### config.mk
export PLATFORM = sky130hd
export DESIGN_NAME = i2c_master_register_access_flat
export DESIGN_NICKNAME = d
export VERILOG_FILES = /design/src/design/i2cm_pkg.sv /design/src/design/i2cm_req_if.sv /design/src/design/i2cm_res_if.sv /design/src/design/i2c_master_register_access.sv /design/src/flat_wrapper.sv
export SDC_FILE = /design/constraint.sdc
export NUM_CORES = 1
export LEC_CHECK = 0
export BUFFER_PORTS_ARGS = -buffer_cell sky130_fd_sc_hd__buf_2
export CAP_MARGIN = 40
export CELL_PAD_IN_SITES_DETAIL_PLACEMENT = 1
export CELL_PAD_IN_SITES_GLOBAL_PLACEMENT = 2
export CORE_MARGIN = 2
export CORE_UTILIZATION = 30
export CTS_BUF_LIST = sky130_fd_sc_hd__clkbuf_4 sky130_fd_sc_hd__clkbuf_8 sky130_fd_sc_hd__clkbuf_16
export DETAILED_ROUTE_END_ITERATION = 7
export PLACE_DENSITY = 0.7
export SLEW_MARGIN = 20
export SYNTH_ARGS = -nofsm -noshare
export SYNTH_HDL_FRONTEND = slang
export SYNTH_SLANG_ARGS = --single-unit
### constraint.sdc
create_clock -name clk -period 8.25 [get_ports clk]
set_input_delay 0 -clock clk [delete_from_list [all_inputs] [get_ports clk]]
set_output_delay 0 -clock clk [all_outputs]
set_load 0.02 [all_outputs]
### src/design/i2cm_pkg.sv
// Shared types and constants for the I2C register access master.
// No dependencies.
package i2cm_pkg;

  typedef struct packed {
    logic       req_valid;
    logic       req_type;
    logic [7:0] reg_addr;
    logic [7:0] wr_data;
    logic       sda_in;
  } req_t;

  typedef struct packed {
    logic       scl_level;
    logic       sda_level;
    logic       busy_res;
    logic       done_res;
    logic [7:0] rd_data;
    logic       nack_seen;
  } res_t;

  typedef enum logic [16:0] {
    ST_IDLE   = 17'b0_0000_0000_0000_0001,
    ST_STA_A  = 17'b0_0000_0000_0000_0010,
    ST_STA_B  = 17'b0_0000_0000_0000_0100,
    ST_BIT_LO = 17'b0_0000_0000_0000_1000,
    ST_BIT_HI = 17'b0_0000_0000_0001_0000,
    ST_ACK_LO = 17'b0_0000_0000_0010_0000,
    ST_ACK_HI = 17'b0_0000_0000_0100_0000,
    ST_RS_A   = 17'b0_0000_0000_1000_0000,
    ST_RS_B   = 17'b0_0000_0001_0000_0000,
    ST_RS_C   = 17'b0_0000_0010_0000_0000,
    ST_RD_LO  = 17'b0_0000_0100_0000_0000,
    ST_RD_HI  = 17'b0_0000_1000_0000_0000,
    ST_NAK_LO = 17'b0_0001_0000_0000_0000,
    ST_NAK_HI = 17'b0_0010_0000_0000_0000,
    ST_STO_A  = 17'b0_0100_0000_0000_0000,
    ST_STO_B  = 17'b0_1000_0000_0000_0000,
    ST_STO_C  = 17'b1_0000_0000_0000_0000
  } state_t;

  typedef logic [1:0] byte_idx_t;
  localparam byte_idx_t BYTE_DEV  = 2'd0;
  localparam byte_idx_t BYTE_REG  = 2'd1;
  localparam byte_idx_t BYTE_LAST = 2'd2;

  localparam logic       REQ_WRITE = 1'b0;
  localparam logic       REQ_READ  = 1'b1;

  localparam logic       CFG_DEVICE_ADDRESS = 1'b0;
  localparam logic       CFG_PHASE_TICKS    = 1'b1;
  localparam int         CFG_DATA_W         = 8;

  localparam logic [6:0] DEV_ADDR_RESET    = 7'd104;
  localparam logic [7:0] PHASE_TICKS_RESET = 8'd10;
  localparam logic [3:0] BITS_PER_BYTE     = 4'd8;

endpackage

### src/design/i2cm_req_if.sv
// Request channel: valid/ready handshake carrying one tick item.
// Depends on i2cm_pkg.
interface i2cm_req_if;
  logic          valid;
  logic          ready;
  i2cm_pkg::req_t data;

  modport source (output valid, output data, input ready);
  modport sink   (input valid, input data, output ready);
endinterface

### src/design/i2cm_res_if.sv
// Result channel: valid/ready handshake carrying one bus drive item.
// Depends on i2cm_pkg.
interface i2cm_res_if;
  logic          valid;
  logic          ready;
  i2cm_pkg::res_t data;

  modport source (output valid, output data, input ready);
  modport sink   (input valid, input data, output ready);
endinterface

### src/design/i2c_master_register_access.sv
// I2C register access master: one result beat per request beat.
// A result beat is registered as its request is taken: in the output register, or in the skid.
// Throughput: one beat per cycle while the skid is empty; a two-entry output stage
// (register plus skid) lets a request beat be taken while one result waits.
// Reset (rst, synchronous): sequencer idle, counters and flags cleared,
// output stage empty, device_address 104, phase_ticks 10.
module i2c_master_register_access (
  input  logic                            clk,
  input  logic                            rst,
  input  logic                            cfg_we,
  input  logic                            cfg_index,
  input  logic [i2cm_pkg::CFG_DATA_W-1:0] cfg_data,
  i2cm_req_if.sink                        req_ch,
  i2cm_res_if.source                      res_ch
);

  logic [6:0]          device_address;
  logic [7:0]          phase_ticks;

  i2cm_pkg::state_t    state, state_next;
  logic [7:0]          phase_count, phase_count_next;
  logic [3:0]          bit_count, bit_count_next;
  logic [7:0]          shift_byte, shift_byte_next;
  logic                held_type, held_type_next;
  logic [7:0]          held_reg, held_reg_next;
  logic [7:0]          held_data, held_data_next;
  logic [7:0]          read_byte, read_byte_next;
  logic                nack_flag, nack_flag_next;
  i2cm_pkg::byte_idx_t byte_index, byte_index_next;

  logic                done;
  logic [7:0]          phase_inc;
  logic [3:0]          bit_inc;
  logic [7:0]          rd_shift;
  i2cm_pkg::res_t      res_new;

  logic                out_valid, skid_valid;
  i2cm_pkg::res_t      out_data, skid_data;
  logic                accept;

  assign req_ch.ready = !skid_valid;
  assign accept       = req_ch.valid && req_ch.ready;
  assign res_ch.valid = out_valid;
  assign res_ch.data  = out_data;

  always_ff @(posedge clk) begin
    if (rst) begin
      device_address <= i2cm_pkg::DEV_ADDR_RESET;
      phase_ticks    <= i2cm_pkg::PHASE_TICKS_RESET;
    end else if (cfg_we) begin
      unique case (cfg_index)
        i2cm_pkg::CFG_DEVICE_ADDRESS: device_address <= cfg_data[6:0];
        i2cm_pkg::CFG_PHASE_TICKS:    phase_ticks    <= cfg_data[7:0];
        default: ;
      endcase
    end
  end

  assign phase_inc = phase_count + 8'd1;
  assign bit_inc   = bit_count + 4'd1;
  assign rd_shift  = {shift_byte[6:0], req_ch.data.sda_in};

  always_comb begin
    state_next       = state;
    phase_count_next = phase_count;
    bit_count_next   = bit_count;
    shift_byte_next  = shift_byte;
    held_type_next   = held_type;
    held_reg_next    = held_reg;
    held_data_next   = held_data;
    read_byte_next   = read_byte;
    nack_flag_next   = nack_flag;
    byte_index_next  = byte_index;
    done             = 1'b0;

    if (state == i2cm_pkg::ST_IDLE) begin
      if (req_ch.data.req_valid) begin
        held_type_next   = req_ch.data.req_type;
        held_reg_next    = req_ch.data.reg_addr;
        held_data_next   = req_ch.data.wr_data;
        nack_flag_next   = 1'b0;
        phase_count_next = 8'd0;
        bit_count_next   = 4'd0;
        byte_index_next  = i2cm_pkg::BYTE_DEV;
        state_next       = i2cm_pkg::ST_STA_A;
      end
    end else if (phase_inc < phase_ticks) begin
      phase_count_next = phase_inc;
    end else begin
      phase_count_next = 8'd0;
      unique case (state)
        i2cm_pkg::ST_STA_A: state_next = i2cm_pkg::ST_STA_B;
        i2cm_pkg::ST_STA_B: begin
          shift_byte_next = {device_address, 1'b0};
          bit_count_next  = 4'd0;
          byte_index_next = i2cm_pkg::BYTE_DEV;
          state_next      = i2cm_pkg::ST_BIT_LO;
        end
        i2cm_pkg::ST_BIT_LO: state_next = i2cm_pkg::ST_BIT_HI;
        i2cm_pkg::ST_BIT_HI: begin
          shift_byte_next = {shift_byte[6:0], 1'b0};
          bit_count_next  = bit_inc;
          state_next      = (bit_inc >= i2cm_pkg::BITS_PER_BYTE) ?
                            i2cm_pkg::ST_ACK_LO : i2cm_pkg::ST_BIT_LO;
        end
        i2cm_pkg::ST_ACK_LO: state_next = i2cm_pkg::ST_ACK_HI;
        i2cm_pkg::ST_ACK_HI: begin
          if (req_ch.data.sda_in) nack_flag_next = 1'b1;
          priority if (byte_index == i2cm_pkg::BYTE_DEV) begin
            shift_byte_next = held_reg;
            bit_count_next  = 4'd0;
            byte_index_next = i2cm_pkg::BYTE_REG;
            state_next      = i2cm_pkg::ST_BIT_LO;
          end else if (byte_index == i2cm_pkg::BYTE_REG) begin
            if (held_type == i2cm_pkg::REQ_READ) begin
              state_next = i2cm_pkg::ST_RS_A;
            end else begin
              shift_byte_next = held_data;
              bit_count_next  = 4'd0;
              byte_index_next = i2cm_pkg::BYTE_LAST;
              state_next      = i2cm_pkg::ST_BIT_LO;
            end
          end else if (held_type == i2cm_pkg::REQ_READ) begin
            shift_byte_next = 8'd0;
            bit_count_next  = 4'd0;
            state_next      = i2cm_pkg::ST_RD_LO;
          end else begin
            state_next = i2cm_pkg::ST_STO_A;
          end
        end
        i2cm_pkg::ST_RS_A: state_next = i2cm_pkg::ST_RS_B;
        i2cm_pkg::ST_RS_B: state_next = i2cm_pkg::ST_RS_C;
        i2cm_pkg::ST_RS_C: begin
          shift_byte_next = {device_address, 1'b1};
          bit_count_next  = 4'd0;
          byte_index_next = i2cm_pkg::BYTE_LAST;
          state_next      = i2cm_pkg::ST_BIT_LO;
        end
        i2cm_pkg::ST_RD_LO: state_next = i2cm_pkg::ST_RD_HI;
        i2cm_pkg::ST_RD_HI: begin
          shift_byte_next = rd_shift;
          bit_count_next  = bit_inc;
          if (bit_inc >= i2cm_pkg::BITS_PER_BYTE) begin
            read_byte_next = rd_shift;
            state_next     = i2cm_pkg::ST_NAK_LO;
          end else begin
            state_next = i2cm_pkg::ST_RD_LO;
          end
        end
        i2cm_pkg::ST_NAK_LO: state_next = i2cm_pkg::ST_NAK_HI;
        i2cm_pkg::ST_NAK_HI: state_next = i2cm_pkg::ST_STO_A;
        i2cm_pkg::ST_STO_A:  state_next = i2cm_pkg::ST_STO_B;
        i2cm_pkg::ST_STO_B:  state_next = i2cm_pkg::ST_STO_C;
        i2cm_pkg::ST_STO_C: begin
          state_next = i2cm_pkg::ST_IDLE;
          done       = 1'b1;
        end
        default: state_next = i2cm_pkg::ST_IDLE;
      endcase
    end
  end

  // bus drive follows the updated state
  always_comb begin
    res_new.scl_level = 1'b1;
    res_new.sda_level = 1'b1;
    unique case (state_next)
      i2cm_pkg::ST_STA_B, i2cm_pkg::ST_RS_C, i2cm_pkg::ST_STO_B: begin
        res_new.sda_level = 1'b0;
      end
      i2cm_pkg::ST_BIT_LO: begin
        res_new.scl_level = 1'b0;
        res_new.sda_level = shift_byte_next[7];
      end
      i2cm_pkg::ST_BIT_HI: res_new.sda_level = shift_byte_next[7];
      i2cm_pkg::ST_ACK_LO, i2cm_pkg::ST_RS_A, i2cm_pkg::ST_RD_LO,
      i2cm_pkg::ST_NAK_LO: res_new.scl_level = 1'b0;
      i2cm_pkg::ST_STO_A: begin
        res_new.scl_level = 1'b0;
        res_new.sda_level = 1'b0;
      end
      default: ;
    endcase
    res_new.busy_res  = (state_next != i2cm_pkg::ST_IDLE);
    res_new.done_res  = done;
    res_new.rd_data   = read_byte_next;
    res_new.nack_seen = nack_flag_next;
  end

  always_ff @(posedge clk) begin
    if (rst) begin
      state       <= i2cm_pkg::ST_IDLE;
      phase_count <= 8'd0;
      bit_count   <= 4'd0;
      shift_byte  <= 8'd0;
      held_type   <= 1'b0;
      held_reg    <= 8'd0;
      held_data   <= 8'd0;
      read_byte   <= 8'd0;
      nack_flag   <= 1'b0;
      byte_index  <= i2cm_pkg::BYTE_DEV;
    end else if (accept) begin
      state       <= state_next;
      phase_count <= phase_count_next;
      bit_count   <= bit_count_next;
      shift_byte  <= shift_byte_next;
      held_type   <= held_type_next;
      held_reg    <= held_reg_next;
      held_data   <= held_data_next;
      read_byte   <= read_byte_next;
      nack_flag   <= nack_flag_next;
      byte_index  <= byte_index_next;
    end
  end

  // output register with skid
  always_ff @(posedge clk) begin
    if (rst) begin
      out_valid  <= 1'b0;
      skid_valid <= 1'b0;
    end else if (res_ch.ready || !out_valid) begin
      if (skid_valid) begin
        out_valid  <= 1'b1;
        skid_valid <= 1'b0;
      end else begin
        out_valid <= accept;
      end
    end else if (accept) begin
      skid_valid <= 1'b1;
    end
  end

  always_ff @(posedge clk) begin
    if (res_ch.ready || !out_valid) begin
      out_data <= skid_valid ? skid_data : res_new;
    end
    if (accept && out_valid && !res_ch.ready) begin
      skid_data <= res_new;
    end
  end

endmodule

### src/flat_wrapper.sv
// flat-port wrapper written by rule: the top's interface ports become plain ports
module i2c_master_register_access_flat 
  (clk, rst, cfg_we, cfg_index, cfg_data, req_ch_valid, req_ch_data, req_ch_ready, res_ch_valid, res_ch_data, res_ch_ready);
  i2cm_req_if req_ch_i ();
  i2cm_res_if res_ch_i ();
  input  logic clk;
  input  logic rst;
  input  logic cfg_we;
  input  logic cfg_index;
  input  logic [i2cm_pkg::CFG_DATA_W-1:0] cfg_data;
  input wire logic [$bits(req_ch_i.valid)-1:0] req_ch_valid;
  input wire logic [$bits(req_ch_i.data)-1:0] req_ch_data;
  output wire logic [$bits(req_ch_i.ready)-1:0] req_ch_ready;
  output wire logic [$bits(res_ch_i.valid)-1:0] res_ch_valid;
  output wire logic [$bits(res_ch_i.data)-1:0] res_ch_data;
  input wire logic [$bits(res_ch_i.ready)-1:0] res_ch_ready;
  assign req_ch_i.valid = req_ch_valid;
  assign req_ch_i.data = req_ch_data;
  assign req_ch_ready = req_ch_i.ready;
  assign res_ch_valid = res_ch_i.valid;
  assign res_ch_data = res_ch_i.data;
  assign res_ch_i.ready = res_ch_ready;
  i2c_master_register_access u_core (.clk(clk), .rst(rst), .cfg_we(cfg_we), .cfg_index(cfg_index), .cfg_data(cfg_data), .req_ch(req_ch_i), .res_ch(res_ch_i));
endmodule
### Yosys cells after proc, flatten, opt, wreduce, memory -nomap -nowiden

Cells that the tools add are included.

* order comparisons: 2
* bitwise operators: 3
* muxes and demuxes: 51
* reduce and logical (&&, ||, !) cells: 24
* equality and inequality tests: 37
* $add $sub $neg: 2

Operator list (number)
* $pmux W17 S14: 1
* $mux W8: 14
* $mux W17: 5
* $pmux W8 S5: 1
* $eq A17 B10 Y1 const B: 2
* $eq A17 B11 Y1 const B: 2
* $eq A17 B13 Y1 const B: 2
* $eq A17 B15 Y1 const B: 2
* $eq A17 B16 Y1 const B: 2
* $eq A17 B3 Y1 const B: 2
* $eq A17 B4 Y1 const B: 2
* $eq A17 B5 Y1 const B: 2
* $eq A17 B6 Y1 const B: 2
* $eq A17 B8 Y1 const B: 2
* $mux W4: 7
* $mux W13: 2
* $reduce_and A6 Y1: 3
* $eq A17 B1 Y1 const B: 1
* $eq A17 B12 Y1 const B: 1
* $eq A17 B14 Y1 const B: 1
* $eq A17 B17 Y1 const B: 1
* $eq A17 B2 Y1 const B: 1
* $eq A17 B7 Y1 const B: 1
* $eq A17 B9 Y1 const B: 1
* 31 further kinds: 59

* logic and storage cells: 146
* flip-flop bits (word level): 108
* bits of input ports: 33

### Depth between registers and ports, before layout

* depth in word-level cells: 10
* depth in mapped cells: 15
* depth with buffers taken out: 14

### Worst setup path after synthesis

No wires, ideal clock.

* path type: register to register
* start point: register u_core.phase_count[2]
* end point: register u_core.out_data (netlist bit u_core.res_ch.data[11]), data pin
* stages on the path, launching flop included: 16
* setup slack: 4.768 ns
* clock period less this slack: 3.482 ns
* arrival: 3.216 ns
* data required time: 7.985 ns
* buffers on the path: 1
* cells stage by stage: dfxtp_1 > nand3_1 > nor2_1 > nand3_1 > xnor2_1 > ha_1 > and2_1 > o2111ai_1 > o21ai_0 > clkbuf_1 > mux2i_1 > nor2b_1 > a21oi_1 > o21a_1 > nor4_1 > o31ai_2

* word-level cells in the longest chain between the ends: 8
* elaborated cells between the ends (all ways): 16
* classes of those cells: add/sub: 1; order compare: 1; eq/ne: 6; mux: 6; reduce/logical: 2

RTL lines
* from (decl): line i2c_master_register_access.sv:21 `logic [7:0] phase_count, phase_count_next;`
* from (signal assigned): line i2c_master_register_access.sv:204 `phase_count <= phase_count_next;`
* $add A8 B1 Y8 *: line i2c_master_register_access.sv:59 `assign phase_inc = phase_count + 8'd1;`
* $lt A8 B8 Y1 *: line i2c_master_register_access.sv:87 `end else if (phase_inc < phase_ticks) begin`
* $mux W17: line i2c_master_register_access.sv:87
* $mux W17: line i2c_master_register_access.sv:76 `if (state == i2cm_pkg::ST_IDLE) begin`
* $eq A17 B3 Y1, or another cell as far along: line i2c_master_register_access.sv:167 `unique case (state_next)`
* $reduce_or A4 Y1 (no source line) or $reduce_or A2 Y1 (tied branches)
* $pmux W1 S2 *: line i2c_master_register_access.sv:167
* $mux W13 *: line i2c_master_register_access.sv:235 `out_data <= skid_valid ? skid_data : res_new;`
* to (signal assigned): line i2c_master_register_access.sv:235
* to (decl): line i2c_master_register_access.sv:38 `i2cm_pkg::res_t out_data, skid_data;`

Mark *: on every way between the ends. The rest lies on a longest branch, timed or not.
A chain may end at the register's enable or synchronous reset.

==> flow_summary_export.csv <==
group,metric,value,unit
timing,fin_skew,11.7,ps
power,power_density,180,nW/um^2
timing,period_minus_slack,4280,ps
clocking,tritoncts,"yes",
timing,final.period_utilization,0.519,
final_layout,n_antenna_cell,0,
grt,grt_remaining_overflow,0,
clocking,htree_levels,3,
logic_synthesis,synthCells,643,
timing,setup_viol,0,
timing,timing.hold.ws,-22.2,ps
clocking,clk_latency,360,ps
job,cap_violations,0,
placement,place_inst,888,
final_layout,stdcell_count,934,
grt,grt_max_degree,78,
timing,maxSlewHeadroom,0.411,
logic_synthesis,synth-edff-count,26,
critical_path,cp.required,8370,ps
logic_synthesis,avgSynthCellArea,8.74,sq um
final_layout,largest_reg_flops,17,
routing,viasPerCell,5.27,
routing,drt_pre_antenna_iters,5,
critical_path,slowest_delay,540,ps
final_layout,largest-register,"u_core.state",
timing,fmax,234,MHz
grt,grt_use_total,0.170,
placement,dpl_cell_area,6000,sq um
timing,hold_viol,1,
clocking,cts_resized,0,
routing,drcViolationCount,0,
timing,rsz0062_at_grt,"false",
placement,gp_congestion,0.852,
final_layout,drive_gt1_frac,0.166,
min_path,hp-class,"in2reg",
critical_path,critPathSlowestCell,"o21a_1",
grt,antenna_found_initial,0,
timing,tightest_slew,880,ps
final_layout,multi_input_area,2930,sq um
floorplanning,die_y,141,um
clocking,root_buffer,"clkbuf_16",
logic_synthesis,synth-async-reset-ratio,0,
power,p_leak,2.37,nW
clocking,cts.sinks,108,
logic_synthesis,netlist-cell-type-count,73,
critical_path,cp_common_cell,"nand3_1",
routing,post_drt_wl_per_cell,17.7,um
critical_path,setup.worst_path.class,"reg2reg",
floorplanning,rows,50,
routing,vias,4920,
floorplanning,ios,48,
final_layout,layout.area.seq,2420,sq um
grt,grt_pass1_vias,5016,
routing,ant_nets,0,
outcome,status,"finished with violations",
outcome,violations,"negative hold slack",
floorplanning,dieArea,19800,sq um
final_layout,layout_common_cells,"nand2_1 (95), nor2_1 (87), dfxtp_1 (82)",
clocking,cts_setup_buffers,0,
critical_path,cp-end-kind,"flip-flop",
clocking,numCtsBuffers,9,
floorplanning,core_area,18500,sq um
logic_synthesis,yosysTopAreaCellShare,0.292,
grt,grt_pass1_wl,27000,um
final_layout,n_fill_cell,2160,
timing,final.setup.tns,0,ps
timing,maxSlewViolCount,0,
floorplanning,start_util,0.303,
final_layout,design_area,6600,sq um
logic_synthesis,yosysWarnings,0,
critical_path,cp_data_arrival_time,4390,ps
critical_path,crit_fanout,13,
placement,place_hpwl,11800,um
placement,port_buffers,47,
clocking,clockBufferDepth,2,
logic_synthesis,synth_largest_area_cell,"dfxtp_1",
logic_synthesis,yosys_most_used_dff,"dfxtp_1",
floorplanning,die_w,141,um
routing,finalWirelength,16600,um
critical_path,crit_chain,"nand3_1 -> nor2_1 -> nand3_1 -> xnor2_1 -> ha_1 -> and2_1 -> a221oi_1 -> o21a_1 -> nor2_2 -> a22o_1 -> nor3_1 -> nor4bb_1 -> a31o_2 -> nand2b_1",
logic_synthesis,synth_nets,685,
critical_path,cp-start-kind,"flip-flop",
logic_synthesis,yosysSeqAreaShare,0.431,
routing,drtIter0Drc,296,
final_layout,final_nets,737,
clocking,path_clk_slew,80,ps
final_layout,area_growth,17.5,%
logic_synthesis,synth_area,5620,sq um
power,ir_drop,93.9,uV
final_layout,layout_commonest_cell,"nand2_1",
logic_synthesis,netlist_top_cells_area,"dfxtp_1 (29%), edfxtp_1 (14%), nand2_1 (6.3%), nor2_1 (5.8%), mux2_2 (4.2%)",
logic_synthesis,ys_ff_latch,108,
[kinds of logic after synthesis]
| logic type | count (synthesis) | synth area share |
|---|---|---|
| simple gates | 288 | 0.253 |
| compound gates | 129 | 0.159 |
| flops | 108 | 0.431 |
| buf+inv | 59 | 0.0472 |
| mux | 29 | 0.0570 |
| xor+xnor | 20 | 0.0312 |
| fa+ha+maj | 10 | 0.0218 |
[Yosys cell counts (7+ instances only)]
| cell type | count |
|---|---|
| a211oi_1 | 7 |
| a21oi_1 | 40 |
| a222oi_1 | 7 |
| a22oi_1 | 7 |
| buf_2 | 10 |
| clkbuf_1 | 26 |
| dfxtp_1 | 82 |
| edfxtp_1 | 26 |
| ha_1 | 9 |
| inv_1 | 14 |
| mux2_2 | 21 |
| mux2i_1 | 7 |
| nand2_1 | 95 |
| nand2b_1 | 7 |
| nand3_1 | 14 |
| nor2_1 | 87 |
| nor2b_1 | 8 |
| nor3_1 | 27 |
| nor4_1 | 12 |
| o21a_1 | 7 |
| o21ai_0 | 14 |
| xnor2_1 | 10 |
| xor2_1 | 10 |
[worst max-delay path, delay by kind of cell, from the launching register on]
family | cells | cell delay, ps
XOR/XNOR | 1 | 200
adder cells (fa/ha/maj) | 1 | 280
flip-flops | 1 | 410
AO/OA/AOI/OAI | 4 | 1330
AND/OR/NAND/NOR | 8 | 1820
[per-layer routing]
layer / global-route usage / part of all wire
met5: 0 / 0
met1: 0.226 / 0.46
met3: 0.0180 / 0.024
met2: 0.287 / 0.49
met4: 0.0647 / 0.022
[metrics by stage]
step | power (mW) | util | worst slack (ps)
floorplan | 0.708 | - | 4770
global placement | 0.756 | 0.323 | 4350
detailed placement | 0.760 | 0.324 | 4040
CTS | 1.20 | 0.354 | 3970
global route | 1.25 | 0.356 | 3570
finish | 1.19 | 0.356 | 3970
[report_power, final]
group          leakage [nW]  internal (mW)  switching (mW)
Sequential            0.923          0.565          0.0192
Clock                 0.138          0.215           0.215
Combinational          1.31         0.0686           0.108
Total                  2.37          0.848           0.341
[path summary, 6_finish.rpt]
path	start	endpoint	slack [ps]	cells past startpoint
max reg2reg	u_core.phase_count[0]	u_core.skid_data[12]	3970	14
min reg2reg	u_core.held_data[2]	u_core.held_data[2]	460	2
min	res_ch_ready	u_core.res_ch.data[0]	-20	2
max	u_core.phase_count[0]	u_core.skid_data[12]	3970	14
[area by class of cell]
type                            instances  area share
Tap cell                              234      0.0444
Clock buffer                           10      0.0353
Inverter                               14     0.00796
Timing Repair Buffer                   86      0.0925
Sequential cell                       108       0.367
Multi-Input combinational cell        476       0.444
Clock inverter                          6     0.00872
[what timing repair did]
item / in CTS / in global routing
endpoints found under the setup margin: 0 / 0
endpoints found under the hold margin: 34 / 0
hold buffers: 26 / 0
No activity file was read; power rests on OpenSTA's default activity.
